<file path="src/sine_tone_generator_core_assert.svh">
// Assertion macros for the sine tone generator core.
// Used by sine_tone_generator_core.sv; expects clk and rst in scope.
`ifndef SINE_TONE_GENERATOR_CORE_ASSERT_SVH
`define SINE_TONE_GENERATOR_CORE_ASSERT_SVH

// same-cycle implication
`define STG_ASSERT_NOW(label, ante, cons, msg) \
  label: assert property (@(posedge clk) disable iff (rst) (ante) |-> (cons)) \
    else $error(msg);

// next-cycle implication
`define STG_ASSERT_NEXT(label, ante, cons, msg) \
  label: assert property (@(posedge clk) disable iff (rst) (ante) |=> (cons)) \
    else $error(msg);

`endif

</file>
<file path="src/stg_pkg.sv">
// Shared types, constants and elaboration-time table math for the tone generator.
// No dependencies.
package stg_pkg;

  localparam int PHASE_W    = 32;
  localparam int STEP_W     = 31;
  localparam int MS_W       = 16;
  localparam int SAMPLE_W   = 16;
  localparam int AMPL_W     = 15;
  localparam int BUDGET_W   = 22;
  localparam int MS_PER_S   = 1000;
  localparam int AMPL_MAX   = 32767;

  localparam logic [BUDGET_W-1:0] BUDGET_MAX = '1;

  localparam int STG_TABLE_BITS    = 12;
  localparam int STG_BLOCK_SAMPLES = 256;
  localparam int STG_RATE_HZ       = 44100;

  localparam logic [63:0] ONE_Q60 = 64'd1 << 60;
  localparam logic [63:0] PI_Q60  = 64'h3243F6A8885A308D;

  typedef enum logic {
    ACT_START = 1'b0,
    ACT_TICK  = 1'b1
  } action_t;

  // (a*b) >> s on the full 128-bit product
  function automatic logic [63:0] mul_shr(logic [63:0] a, logic [63:0] b, int unsigned s);
    logic [127:0] p;
    p = {64'd0, a} * {64'd0, b};
    p = p >> s;
    return p[63:0];
  endfunction

  // restoring division, elaboration use only
  function automatic logic [63:0] udiv64(logic [63:0] n, logic [63:0] d);
    logic [63:0] q;
    logic [64:0] rem;
    q   = '0;
    rem = '0;
    for (int i = 63; i >= 0; i--) begin
      rem = {rem[63:0], n[i]};
      if (rem >= {1'b0, d}) begin
        rem  = rem - {1'b0, d};
        q[i] = 1'b1;
      end
    end
    return q;
  endfunction

  // Taylor series for sin or cos in Q60, argument in [0, pi/4]
  function automatic logic [63:0] series(logic [63:0] x, logic want_cos);
    logic [63:0] x2;
    logic [63:0] term;
    logic [63:0] sum;
    logic [63:0] k;
    logic        sub;
    x2   = mul_shr(x, x, 60);
    term = want_cos ? ONE_Q60 : x;
    sum  = term;
    k    = want_cos ? 64'd1 : 64'd2;
    sub  = 1'b1;
    while (term != '0 && k < 64'd60) begin
      term = udiv64(mul_shr(term, x2, 60), k * (k + 64'd1));
      sum  = sub ? sum - term : sum + term;
      sub  = !sub;
      k    = k + 64'd2;
    end
    return sum;
  endfunction

  // one quarter-wave entry, truncated toward zero and scaled by 32767
  function automatic logic [AMPL_W-1:0] qwave_entry(int unsigned m, int unsigned tb);
    logic [63:0] quarter;
    logic [63:0] half_pi;
    logic [63:0] s;
    quarter = 64'd1 << (tb - 2);
    half_pi = PI_Q60 >> 1;
    if (m == 0) begin
      s = '0;
    end else if (64'(m) == quarter) begin
      s = ONE_Q60;
    end else if (64'(2 * m) <= quarter) begin
      s = series(mul_shr(half_pi, 64'(m), tb - 2), 1'b0);
    end else begin
      s = series(mul_shr(half_pi, quarter - 64'(m), tb - 2), 1'b1);
    end
    s = mul_shr(s, 64'(AMPL_MAX), 60);
    return (s > 64'(AMPL_MAX)) ? AMPL_W'(AMPL_MAX) : AMPL_W'(s);
  endfunction

endpackage

</file>
<file path="src/stg_budget.sv">
// Note length to sample budget: floor(rate*ms/1000), rounded up to a block, saturated.
// Constant divisions done as reciprocal multiplies over a 7-stage pipeline. Uses stg_pkg.
module stg_budget import stg_pkg::*; #(
  parameter int BLOCK_SAMPLES = STG_BLOCK_SAMPLES,
  parameter int RATE_HZ       = STG_RATE_HZ
) (
  input  logic                clk,
  input  logic                rst,
  input  logic                start,
  input  logic [MS_W-1:0]     note_ms,
  output logic                busy,
  output logic                done,
  output logic [BUDGET_W-1:0] budget
);

  localparam int NSTG = 7;

  // ms = q*1000 + r
  localparam int QW  = $clog2(((1 << MS_W) - 1) / MS_PER_S + 1);
  localparam int RMW = $clog2(MS_PER_S);
  localparam int RW  = $clog2(RATE_HZ + 1);

  // x/D == (x*M) >> S, exact for x < 2^N when S = N + clog2(D), M = 2^S/D + 1
  localparam int S1 = MS_W + RMW;
  localparam longint unsigned M1 = (64'd1 << S1) / MS_PER_S + 1;
  localparam int M1W = $clog2(M1 + 1);
  localparam int P1W = MS_W + M1W;

  localparam int N2 = RW + RMW;
  localparam int S2 = N2 + RMW;
  localparam longint unsigned M2 = (64'd1 << S2) / MS_PER_S + 1;
  localparam int M2W = $clog2(M2 + 1);
  localparam int P5W = N2 + M2W;
  localparam int P3W = RW + QW;

  localparam int N3 = RW + QW + 1;
  localparam int S3 = N3 + $clog2(BLOCK_SAMPLES);
  localparam longint unsigned M3 = (64'd1 << S3) / BLOCK_SAMPLES + 1;
  localparam int M3W = $clog2(M3 + 1);
  localparam int P4W = N3 + M3W;
  localparam int BW  = $clog2(BLOCK_SAMPLES + 1);
  localparam int RNW = N3 + BW;

  logic [NSTG-1:0] stage_v;

  logic [MS_W-1:0] ms_r;
  logic [MS_W-1:0] ms_d;
  logic [P1W-1:0]  p1;
  logic [QW-1:0]   q;
  logic [MS_W-1:0] q_ms;
  logic [QW-1:0]   q_r;
  logic [RMW-1:0]  r_r;
  logic [N2-1:0]   p2;
  logic [P3W-1:0]  p3;
  logic [P3W-1:0]  p3_d;
  logic [P5W-1:0]  p5;
  logic [N3-1:0]   total;
  logic [P4W-1:0]  p4;
  logic [N3-1:0]   qb;
  logic [RNW-1:0]  rounded;

  always_ff @(posedge clk) begin
    if (rst) begin
      stage_v <= '0;
    end else begin
      stage_v <= {stage_v[NSTG-2:0], start};
    end
  end

  assign q    = QW'(p1 >> S1);
  assign q_ms = MS_W'(q) * MS_W'(MS_PER_S);

  always_ff @(posedge clk) begin
    if (start) begin
      ms_r <= note_ms;
    end
    p1    <= P1W'(ms_r) * P1W'(M1);
    ms_d  <= ms_r;
    q_r   <= q;
    r_r   <= RMW'(ms_d - q_ms);
    p2    <= N2'(r_r) * N2'(RATE_HZ);
    p3    <= P3W'(q_r) * P3W'(RATE_HZ);
    p5    <= P5W'(p2) * P5W'(M2);
    p3_d  <= p3;
    total <= N3'(p3_d) + N3'(p5 >> S2) + N3'(BLOCK_SAMPLES - 1);
    p4    <= P4W'(total) * P4W'(M3);
  end

  assign qb      = N3'(p4 >> S3);
  assign rounded = RNW'(qb) * RNW'(BLOCK_SAMPLES);

  always_comb begin
    if (rounded > RNW'(BUDGET_MAX)) begin
      budget = BUDGET_MAX;
    end else begin
      budget = BUDGET_W'(rounded);
    end
  end

  assign busy = |stage_v;
  assign done = stage_v[NSTG-1];

endmodule

</file>
<file path="config.mk">
export PLATFORM = sky130hd
export DESIGN_NAME = stg_budget
export DESIGN_NICKNAME = d
export VERILOG_FILES = /design/src/sine_tone_generator_core_assert.svh /design/src/stg_pkg.sv /design/src/stg_budget.sv
export SDC_FILE = /design/constraint.sdc
export NUM_CORES = 1
export LEC_CHECK = 0
export BUFFER_PORTS_ARGS = -buffer_cell sky130_fd_sc_hd__buf_2
export CAP_MARGIN = 20
export CELL_PAD_IN_SITES_DETAIL_PLACEMENT = 1
export CELL_PAD_IN_SITES_GLOBAL_PLACEMENT = 2
export CORE_MARGIN = 2
export CORE_UTILIZATION = 44
export DETAILED_ROUTE_END_ITERATION = 8
export GPL_ROUTABILITY_DRIVEN = 0
export HOLD_SLACK_MARGIN = 0.06
export MAX_ROUTING_LAYER = met4
export PLACE_DENSITY = 0.82
export SLEW_MARGIN = 20
export SYNTH_ARGS = -nofsm -noshare
export SYNTH_HDL_FRONTEND = slang
export SYNTH_SLANG_ARGS = --single-unit
</file>
<file path="constraint.sdc">
create_clock -name clk -period 7.3 [get_ports clk]
set_clock_uncertainty 0.2 [all_clocks]
set_input_delay 0.365 -clock clk [delete_from_list [all_inputs] [get_ports clk]]
set_output_delay 0.365 -clock clk [all_outputs]
set_load 0.03 [all_outputs]
</file>
==> flow_summary.ini, run 1 <==
[detailed_routing]
viasPerCell = 5.05
ant_nets = 0
drcViolationCount = 0
wl_um = 49400
vias = 13683
wire_per_inst_um = 18.2
drtIter0Drc = 399
first_pass_iters = 5

[synthesis]
synth.largest_area_cell = ha_1
yosysTopAreaCellShare = 0.324
yosys_warnings = 0
syn_area_mm2 = 0.0208
syn_nets = 2822
ys_seq_area_frac = 0.173
synth_seq_cells = 172
synth.area.top_cells = ha_1 32%, fa_1 26%, dfxtp_1 15%
synth.most_common_cell = ha_1
async_flop_share = 0
synth_edf_count = 16
yosys.cell_types.count = 53
synth_common_cells = 538 x ha_1, 535 x inv_1, 265 x fa_1, 156 x dfxtp_1, 73 x a21oi_1
synth_flop_cell = dfxtp_1
syn_inst = 2000
avgSynthCellArea_um2 = 10.4

[worst_setup_path]
slowest_delay_ns = 0.67
crit_path_end_kind = flop
r2r.worst_path.cells = 22
critPathTopFamily = adder cells
worstSetupPathType = reg2reg
cpMostUsedCell = fa_1
cp_num_buf_inv = 5
start_kind = flop
crit_fanout = 8
worstPathCellList = ha_1 -> fa_1 -> fa_1 -> inv_1 -> fa_1 -> inv_1 -> fa_1 -> fa_1 -> inv_1 -> fa_1 -> inv_1 -> ha_1 -> nand4_2 -> nor4_2 -> nand4_1 -> a311oi_2 -> a211oi_2 -> buf_4 -> o21ai_2 -> a211o_1 -> a21oi_2 -> xnor2_1
timing.rr.end = p5[51]$_DFF_P_
cp.required_ns = 7.44
cp.arrival_ns = 7.14
r2r_start = p2[12]$_DFF_P_
slowest_stage = dfxtp_1
r2r_slack_ns = 0.30

[global_routing]
grtUsageTotal = 0.220
grt_remaining_overflow = 0
grt_pass1_wl_um = 82000
antenna_found_initial = 0
grt_max_degree = 18
grt_pass1_vias = 15616

[die]
dieWidth_um = 221
rows = 79
io-pin-count = 43
initial_core_util = 0.446
die-area_mm2 = 0.0490
die_y_um = 221
fp.coreArea_mm2 = 0.0466

[run]
drv_cap = 0

[placed_design]
dpl.hpwl_um = 44000
port_buffers = 42

[cells_and_area]
syn_to_final_growth_pct = 8.69
fin_nets = 2912
drive_above_1_share = 0.0528
final_util = 0.485
fillers = 5122

[worst_hold_path]
hold_class = reg2reg
hold-path-cell-count = 0
holdCritStartpoint = p3[2]$_DFF_P_
hold_path_end = p3_d[2]$_DFF_P_

[cts]
cts_sinks = 172
clock_latency_ns = 0.46
cts_root_buf = clkbuf_16
clk_pin_slew_ns = 0.07
tritoncts = built
cts_setup_buffers = 0
clockBufferDepth = 2
cts_buffers = 17
htreeDepth = 4

[sta]
period_needed_ns = 7.00
fmax_ghz = 0.143
setup_violations = 0
tns_ns = 0
timing.final.crit_share = 0.959
rsz0062_at_grt = no
maxSlewViolCount = 0
slew_headroom = 0.425
final-hold-violation-count = 0
worst_pin_slew_ns = 0.841

[status]
status = complete, no violations
==> logic make-up after synthesis <==
group                      share of synthesized area
buffers and inverters                         0.0997
AOI/OAI and AO/OA                             0.0734
DFF                                            0.173
xor gates and xnor gates                      0.0295
and+or+nand+nor                               0.0444
muxes                                       0.000482
adders and majority gates                      0.579
==> metrics by stage <==
step                      hold WS [ns]  instance area, µm²  setup WS (ns)  cells
after CTS                        0.120               22600          0.169   2710
after detailed placement         0.113               21900          0.235   2661
after global routing             0.134               22600         0.0104   2710
after global placement           0.111               21900          0.416   2661
after floorplan                  0.110               20800          0.743   2000
final                            0.123               22600          0.296   2711
==> flip-flops by register name, summed over array words and instances, names as in the netlist, 8 cells and up <==
| name | count |
|---|---|
| ms_r | 16 |
| p1 | 9 |
| total | 16 |
| p2 | 24 |
| p3_d | 21 |
| r_r | 10 |
| p5 | 17 |
| ms_d | 8 |
| p4 | 16 |
| p3 | 21 |
==> repair_timing <==
item	in CTS	in global routing
hold buffers	17	0
endpoints found under the hold margin	23	0
endpoints found under the setup margin	0	4
gates resized for setup	0	3
==> layout make-up <==
cell class | count | area, µm² | share of cell area
multi-input combinational | 1283 | 15100 | 0.669
tap | 607 | 759 | 0.0336
antenna | 1 | 2.50 | 0.000111
clock buffer | 19 | 443 | 0.0196
inverter | 535 | 2010 | 0.0889
timing repair buffer | 81 | 546 | 0.0241
clock inverter | 13 | 116 | 0.00515
sequential | 172 | 3610 | 0.160
==> worst max path at each step <==
stage	cells past startpoint	endpoint	slack, ns	from
final	22	p5[51]$_DFF_P_	0.30	p2[12]$_DFF_P_
after global routing	20	p5[51]$_DFF_P_	0.01	p2[23]$_DFF_P_
after CTS	24	p5[51]$_DFF_P_	0.17	p2[15]$_DFF_P_
after detailed placement	24	p5[51]$_DFF_P_	0.23	p2[15]$_DFF_P_
after global placement	24	p5[51]$_DFF_P_	0.42	p2[15]$_DFF_P_
after floorplan	21	p5[51]$_DFF_P_	0.74	p2[20]$_DFF_P_
==> placed cells by master (no fill, tap or decap), types with 10 or more instances in the layout <==
cell / Yosys / layout
ha_1: 538 / 538
inv_1: 535 / 535
fa_1: 265 / 265
dfxtp_1: 156 / 154
a21oi_1: 73 / 73
a21o_1: 47 / 47
xnor2_1: 42 / 42
buf_2: 0 / 42
o21ai_0: 36 / 36
nand2_1: 31 / 31
nor2_1: 29 / 29
xor2_1: 28 / 28
buf_4: 7 / 22
nand3_1: 20 / 20
nor2b_1: 18 / 18
clkbuf_16: 0 / 17
dlygate4sd3_1: 0 / 17
edfxtp_1: 16 / 16
o21bai_1: 14 / 14
or3_1: 14 / 14
nor3_1: 13 / 13
nand4_1: 12 / 12
o21a_1: 10 / 10
==> metal layers <==
metal,vias to the layer above,GRT usage,wire length (µm)
li1,6620,-,-
met1,6853,0.275,22100
met2,156,0.371,24500
met3,54,0.0353,1570
met4,0,0.0600,1210
met5,-,-,0
Power of run 1 is not shown: default switching activity piles up to over one toggle a cycle in this logic, so the estimate is an artifact.
==> run 2: changes to the inputs <==
--- a/config.mk
+++ b/config.mk
@@ -14,7 +14,6 @@
 export DETAILED_ROUTE_END_ITERATION = 8
 export GPL_ROUTABILITY_DRIVEN = 0
 export HOLD_SLACK_MARGIN = 0.06
-export MAX_ROUTING_LAYER = met4
 export PLACE_DENSITY = 0.82
 export SLEW_MARGIN = 20
 export SYNTH_ARGS = -nofsm -noshare
==> flow_summary.ini, run 2 (synthesized netlist as in run 1, its figures left out) <==
[status]
status = complete, no violations

[run]
drv_cap = 0

[worst_setup_path]
cp.required_ns = 7.48
worstSetupPathType = reg2reg
start_kind = flop
r2r_start = p2[12]$_DFF_P_
crit_fanout = 8
timing.rr.end = p5[51]$_DFF_P_
r2r_slack_ns = 0.30
r2r.worst_path.cells = 22
cp.arrival_ns = 7.18
crit_path_end_kind = flop

[cts]
cts_buffers = 17
clockBufferDepth = 2
cts_root_buf = clkbuf_16
clock_latency_ns = 0.46
htreeDepth = 4
cts_sinks = 172
clk_pin_slew_ns = 0.07
cts_setup_buffers = 0
tritoncts = built

[die]
fp.coreArea_mm2 = 0.0466
initial_core_util = 0.446
io-pin-count = 43
die_y_um = 221
dieWidth_um = 221
rows = 79
die-area_mm2 = 0.0490

[sta]
tns_ns = 0
fmax_ghz = 0.143
maxSlewViolCount = 0
period_needed_ns = 7.00
slew_headroom = 0.428
timing.final.crit_share = 0.958
setup_violations = 0
final-hold-violation-count = 0
worst_slack_ns = 0.303
rsz0062_at_grt = no
worst_pin_slew_ns = 0.837

[placed_design]
place_ws_ns = 0.235
dpl.hpwl_um = 44000
port_buffers = 42
placed_cell_area_mm2 = 0.0219

[detailed_routing]
first_pass_iters = 4
wire_per_inst_um = 18.2
wl_um = 49400
ant_nets = 0
vias = 13674
drtIter0Drc = 398
viasPerCell = 5.04
drcViolationCount = 0

[global_routing]
grt_pass1_vias = 15627
grt_max_degree = 18
grt_pass1_wl_um = 82000
grt_remaining_overflow = 0
grtUsageTotal = 0.214
antenna_found_initial = 1

[worst_hold_path]
hold-path-cell-count = 0
hold_path_end = p3_d[2]$_DFF_P_
hold_class = reg2reg
holdCritStartpoint = p3[2]$_DFF_P_

[cells_and_area]
top_regs = p2: 24 flops, p3: 21 flops, p3_d: 21 flops
regMostFlops = p2
fin_nets = 2912
final_common_cell = ha_1
final_cell_mix = 538 x ha_1, 535 x inv_1, 265 x fa_1
final_util = 0.485
design_area_mm2 = 0.0226
largest_reg_flops = 24
syn_to_final_growth_pct = 8.69
drive_above_1_share = 0.0528
-- run 2: cell counts in the layout (fill, tap and decap cells not counted) --
Identical to the previous run, type by type.
-- run 2: how the worst max path moves through the flow --
stage	from	end	slack, ns	depth (start not counted)
after detailed placement	p2[15]$_DFF_P_	p5[51]$_DFF_P_	0.23	24
final	p2[12]$_DFF_P_	p5[51]$_DFF_P_	0.30	22
after floorplan	p2[20]$_DFF_P_	p5[51]$_DFF_P_	0.74	21
after global routing	p2[23]$_DFF_P_	p5[51]$_DFF_P_	0.02	20
after CTS	p2[15]$_DFF_P_	p5[51]$_DFF_P_	0.17	24
after global placement	p2[15]$_DFF_P_	p5[51]$_DFF_P_	0.42	24
-- run 2: worst max-delay path, stage by stage, from the launching register on --
cell and delay [ns]:
dfxtp_1 0.67, ha_1 0.39, fa_1 0.49, fa_1 0.53, inv_1 0.05, fa_1 0.48, inv_1 0.06, fa_1 0.53
fa_1 0.58, inv_1 0.07, fa_1 0.54, inv_1 0.04, ha_1 0.34, nand4_2 0.16, o2111ai_1 0.17, a211oi_2 0.33
o21ai_1 0.17, a211oi_2 0.20, buf_4 0.19, o21ai_2 0.10, a211o_1 0.30, a21oi_2 0.18, xnor2_1 0.13
-- run 2: through the flow --
step           hold WS [ns]  instances
5_1_grt               0.133       2710
6_report              0.124       2711
3_3_place_gp          0.111       2661
4_1_cts               0.120       2710
3_5_place_dp          0.113       2661
2_1_floorplan         0.110       2000
-- run 2: timing repair --
item                                    CTS  global route
gates resized for setup                   0             3
hold endpoints to repair                 23             0
endpoints found under the setup margin    0             4
hold buffers                             17             0
-- run 2: layout make-up --
cell class / count / area [µm²]
flip-flops and latches: 172 / 3610
inverters: 535 / 2010
well taps: 607 / 759
fillers: 5122 / 24000
multi-input cells: 1283 / 15100
repair buffers: 81 / 546
clock buffers: 19 / 443
clock inverters: 13 / 116
diodes: 1 / 2.50
-- run 2: layer usage --
layer	wire length, µm	GRT usage	share of wire
met4	1090	0.0589	0.022
met5	0	0	0
met2	24600	0.372	0.50
met1	21900	0.276	0.44
met3	1860	0.0351	0.038
Power of run 2 is left out for the same reason.
==> run 3: changes to the inputs <==
==> constraint.sdc (replaced) <==
create_clock -name clk -period 7.3 [get_ports clk]
set_clock_uncertainty 0.2 [all_clocks]
set_input_delay 1.46 -clock clk [delete_from_list [all_inputs] [get_ports clk]]
set_output_delay 1.46 -clock clk [all_outputs]
set_load 0.03 [all_outputs]
==> flow_summary.ini, run 3 (synthesized netlist as in run 1, its figures left out) <==
[cts]
cts_sinks = 172
clk_pin_slew_ns = 0.07
cts_buffers = 17
clockBufferDepth = 2
tritoncts = built
clock_latency_ns = 0.47
cts_setup_buffers = 0
cts_root_buf = clkbuf_16
htreeDepth = 4

[detailed_routing]
drtIter0Drc = 428
wire_per_inst_um = 18.3
viasPerCell = 5.05
wl_um = 49200
first_pass_iters = 4
ant_nets = 0
drcViolationCount = 0
vias = 13611

[worst_setup_path]
start_kind = flop
r2r_slack_ns = 0.32
cp.arrival_ns = 7.17
r2r.worst_path.cells = 22
timing.rr.end = p5[51]$_DFF_P_
r2r_start = p2[12]$_DFF_P_
crit_path_end_kind = flop
cp.required_ns = 7.48
worstSetupPathType = reg2reg
crit_fanout = 8

[sta]
rsz0062_at_grt = no
timing.final.crit_share = 0.957
worst_pin_slew_ns = 0.843
fmax_ghz = 0.143
setup_violations = 0
final-hold-violation-count = 0
period_needed_ns = 6.98
tns_ns = 0
maxSlewViolCount = 0
slew_headroom = 0.424

[die]
fp.coreArea_mm2 = 0.0466
die_y_um = 221
die-area_mm2 = 0.0490
io-pin-count = 43
dieWidth_um = 221
rows = 79
initial_core_util = 0.446

[worst_hold_path]
holdCritStartpoint = p3[2]$_DFF_P_
hold_path_end = p3_d[2]$_DFF_P_
hold_class = reg2reg
hold-path-cell-count = 0

[global_routing]
antenna_found_initial = 1
grt_pass1_vias = 15500
grt_pass1_wl_um = 81600
grtUsageTotal = 0.213
grt_remaining_overflow = 0
grt_max_degree = 18

[cells_and_area]
syn_to_final_growth_pct = 7.86
largest_reg_flops = 24
regMostFlops = p2
final_common_cell = ha_1
fillers = 5134
top_regs = p2: 24 flops, p3: 21 flops, p3_d: 21 flops
drive_above_1_share = 0.0532
multi_input_area_mm2 = 0.0151
diodes = 0
regArea_mm2 = 0.00361
fin_nets = 2895
final_cell_mix = 538 x ha_1, 535 x inv_1, 265 x fa_1

[placed_design]
port_buffers = 42
dpl.hpwl_um = 44000

[status]
status = complete, no violations

[run]
drv_cap = 0
==> run 3: cell types whose count changed in the layout (fill, tap and decap cells not counted), sizes merged <==
cell / before / now
dlygate4sd3: 17 / 0
diode: 1 / 0
==> run 3: through the flow <==
| stage | cell area (µm²) | hold slack, ns | std cells | setup slack, ns | utilization |
|---|---|---|---|---|---|
| 3_5_place_dp | 21900 | 0.113 | 2661 | 0.235 | 0.469 |
| 3_3_place_gp | 21900 | 0.111 | 2661 | 0.416 | 0.469 |
| 4_1_cts | 22400 | 0.120 | 2693 | 0.169 | 0.481 |
| 2_1_floorplan | 20800 | 0.110 | 2000 | 0.743 | - |
| 5_1_grt | 22400 | 0.133 | 2693 | 0.0198 | 0.482 |
| 6_report | 22400 | 0.123 | 2693 | 0.316 | 0.482 |
==> run 3: worst max-delay path: stages, from the launching register on <==
cell and delay, ns:
dfxtp_1 0.66, ha_1 0.39, fa_1 0.49, fa_1 0.53
inv_1 0.05, fa_1 0.48, inv_1 0.06, fa_1 0.53
fa_1 0.58, inv_1 0.07, fa_1 0.54, inv_1 0.04
ha_1 0.34, nand4_2 0.16, o2111ai_1 0.17, a211oi_2 0.33
o21ai_1 0.17, a211oi_2 0.21, buf_4 0.19, o21ai_2 0.10
a211o_1 0.30, a21oi_2 0.18, xnor2_1 0.13
==> run 3: layout make-up <==
cell class	instances	area share
Clock inverter	13	0.00519
Timing Repair Buffer	64	0.0167
Tap cell	607	0.0339
Inverter	535	0.0896
Clock buffer	19	0.0198
Multi-Input combinational cell	1283	0.674
Sequential cell	172	0.161
==> run 3: timing repair <==
item                                   4_1_cts  5_1_grt
endpoints found under the hold margin        0        0
hold buffers                                 0        0
setup endpoints to repair                    0        4
gates resized for setup                      0        3
==> run 3: how the worst max path moves through the flow <==
| stage | from | endpoint | slack [ns] | depth (start not counted) |
|---|---|---|---|---|
| floorplan | p2[20]$_DFF_P_ | p5[51]$_DFF_P_ | 0.74 | 21 |
| CTS | p2[15]$_DFF_P_ | p5[51]$_DFF_P_ | 0.17 | 24 |
| global route | p2[23]$_DFF_P_ | p5[51]$_DFF_P_ | 0.02 | 20 |
| finish | p2[12]$_DFF_P_ | p5[51]$_DFF_P_ | 0.32 | 22 |
| global placement | p2[15]$_DFF_P_ | p5[51]$_DFF_P_ | 0.42 | 24 |
| detailed placement | p2[15]$_DFF_P_ | p5[51]$_DFF_P_ | 0.23 | 24 |
==> run 3: routing by layer <==
layer | part of all wire | track usage | vias up
met2 | 0.49 | 0.369 | 169
li1 | - | - | 6585
met4 | 0.024 | 0.0580 | 0
met1 | 0.43 | 0.275 | 6805
met3 | 0.047 | 0.0351 | 52
met5 | 0 | 0 | -
Power of run 3 is left out for the same reason.
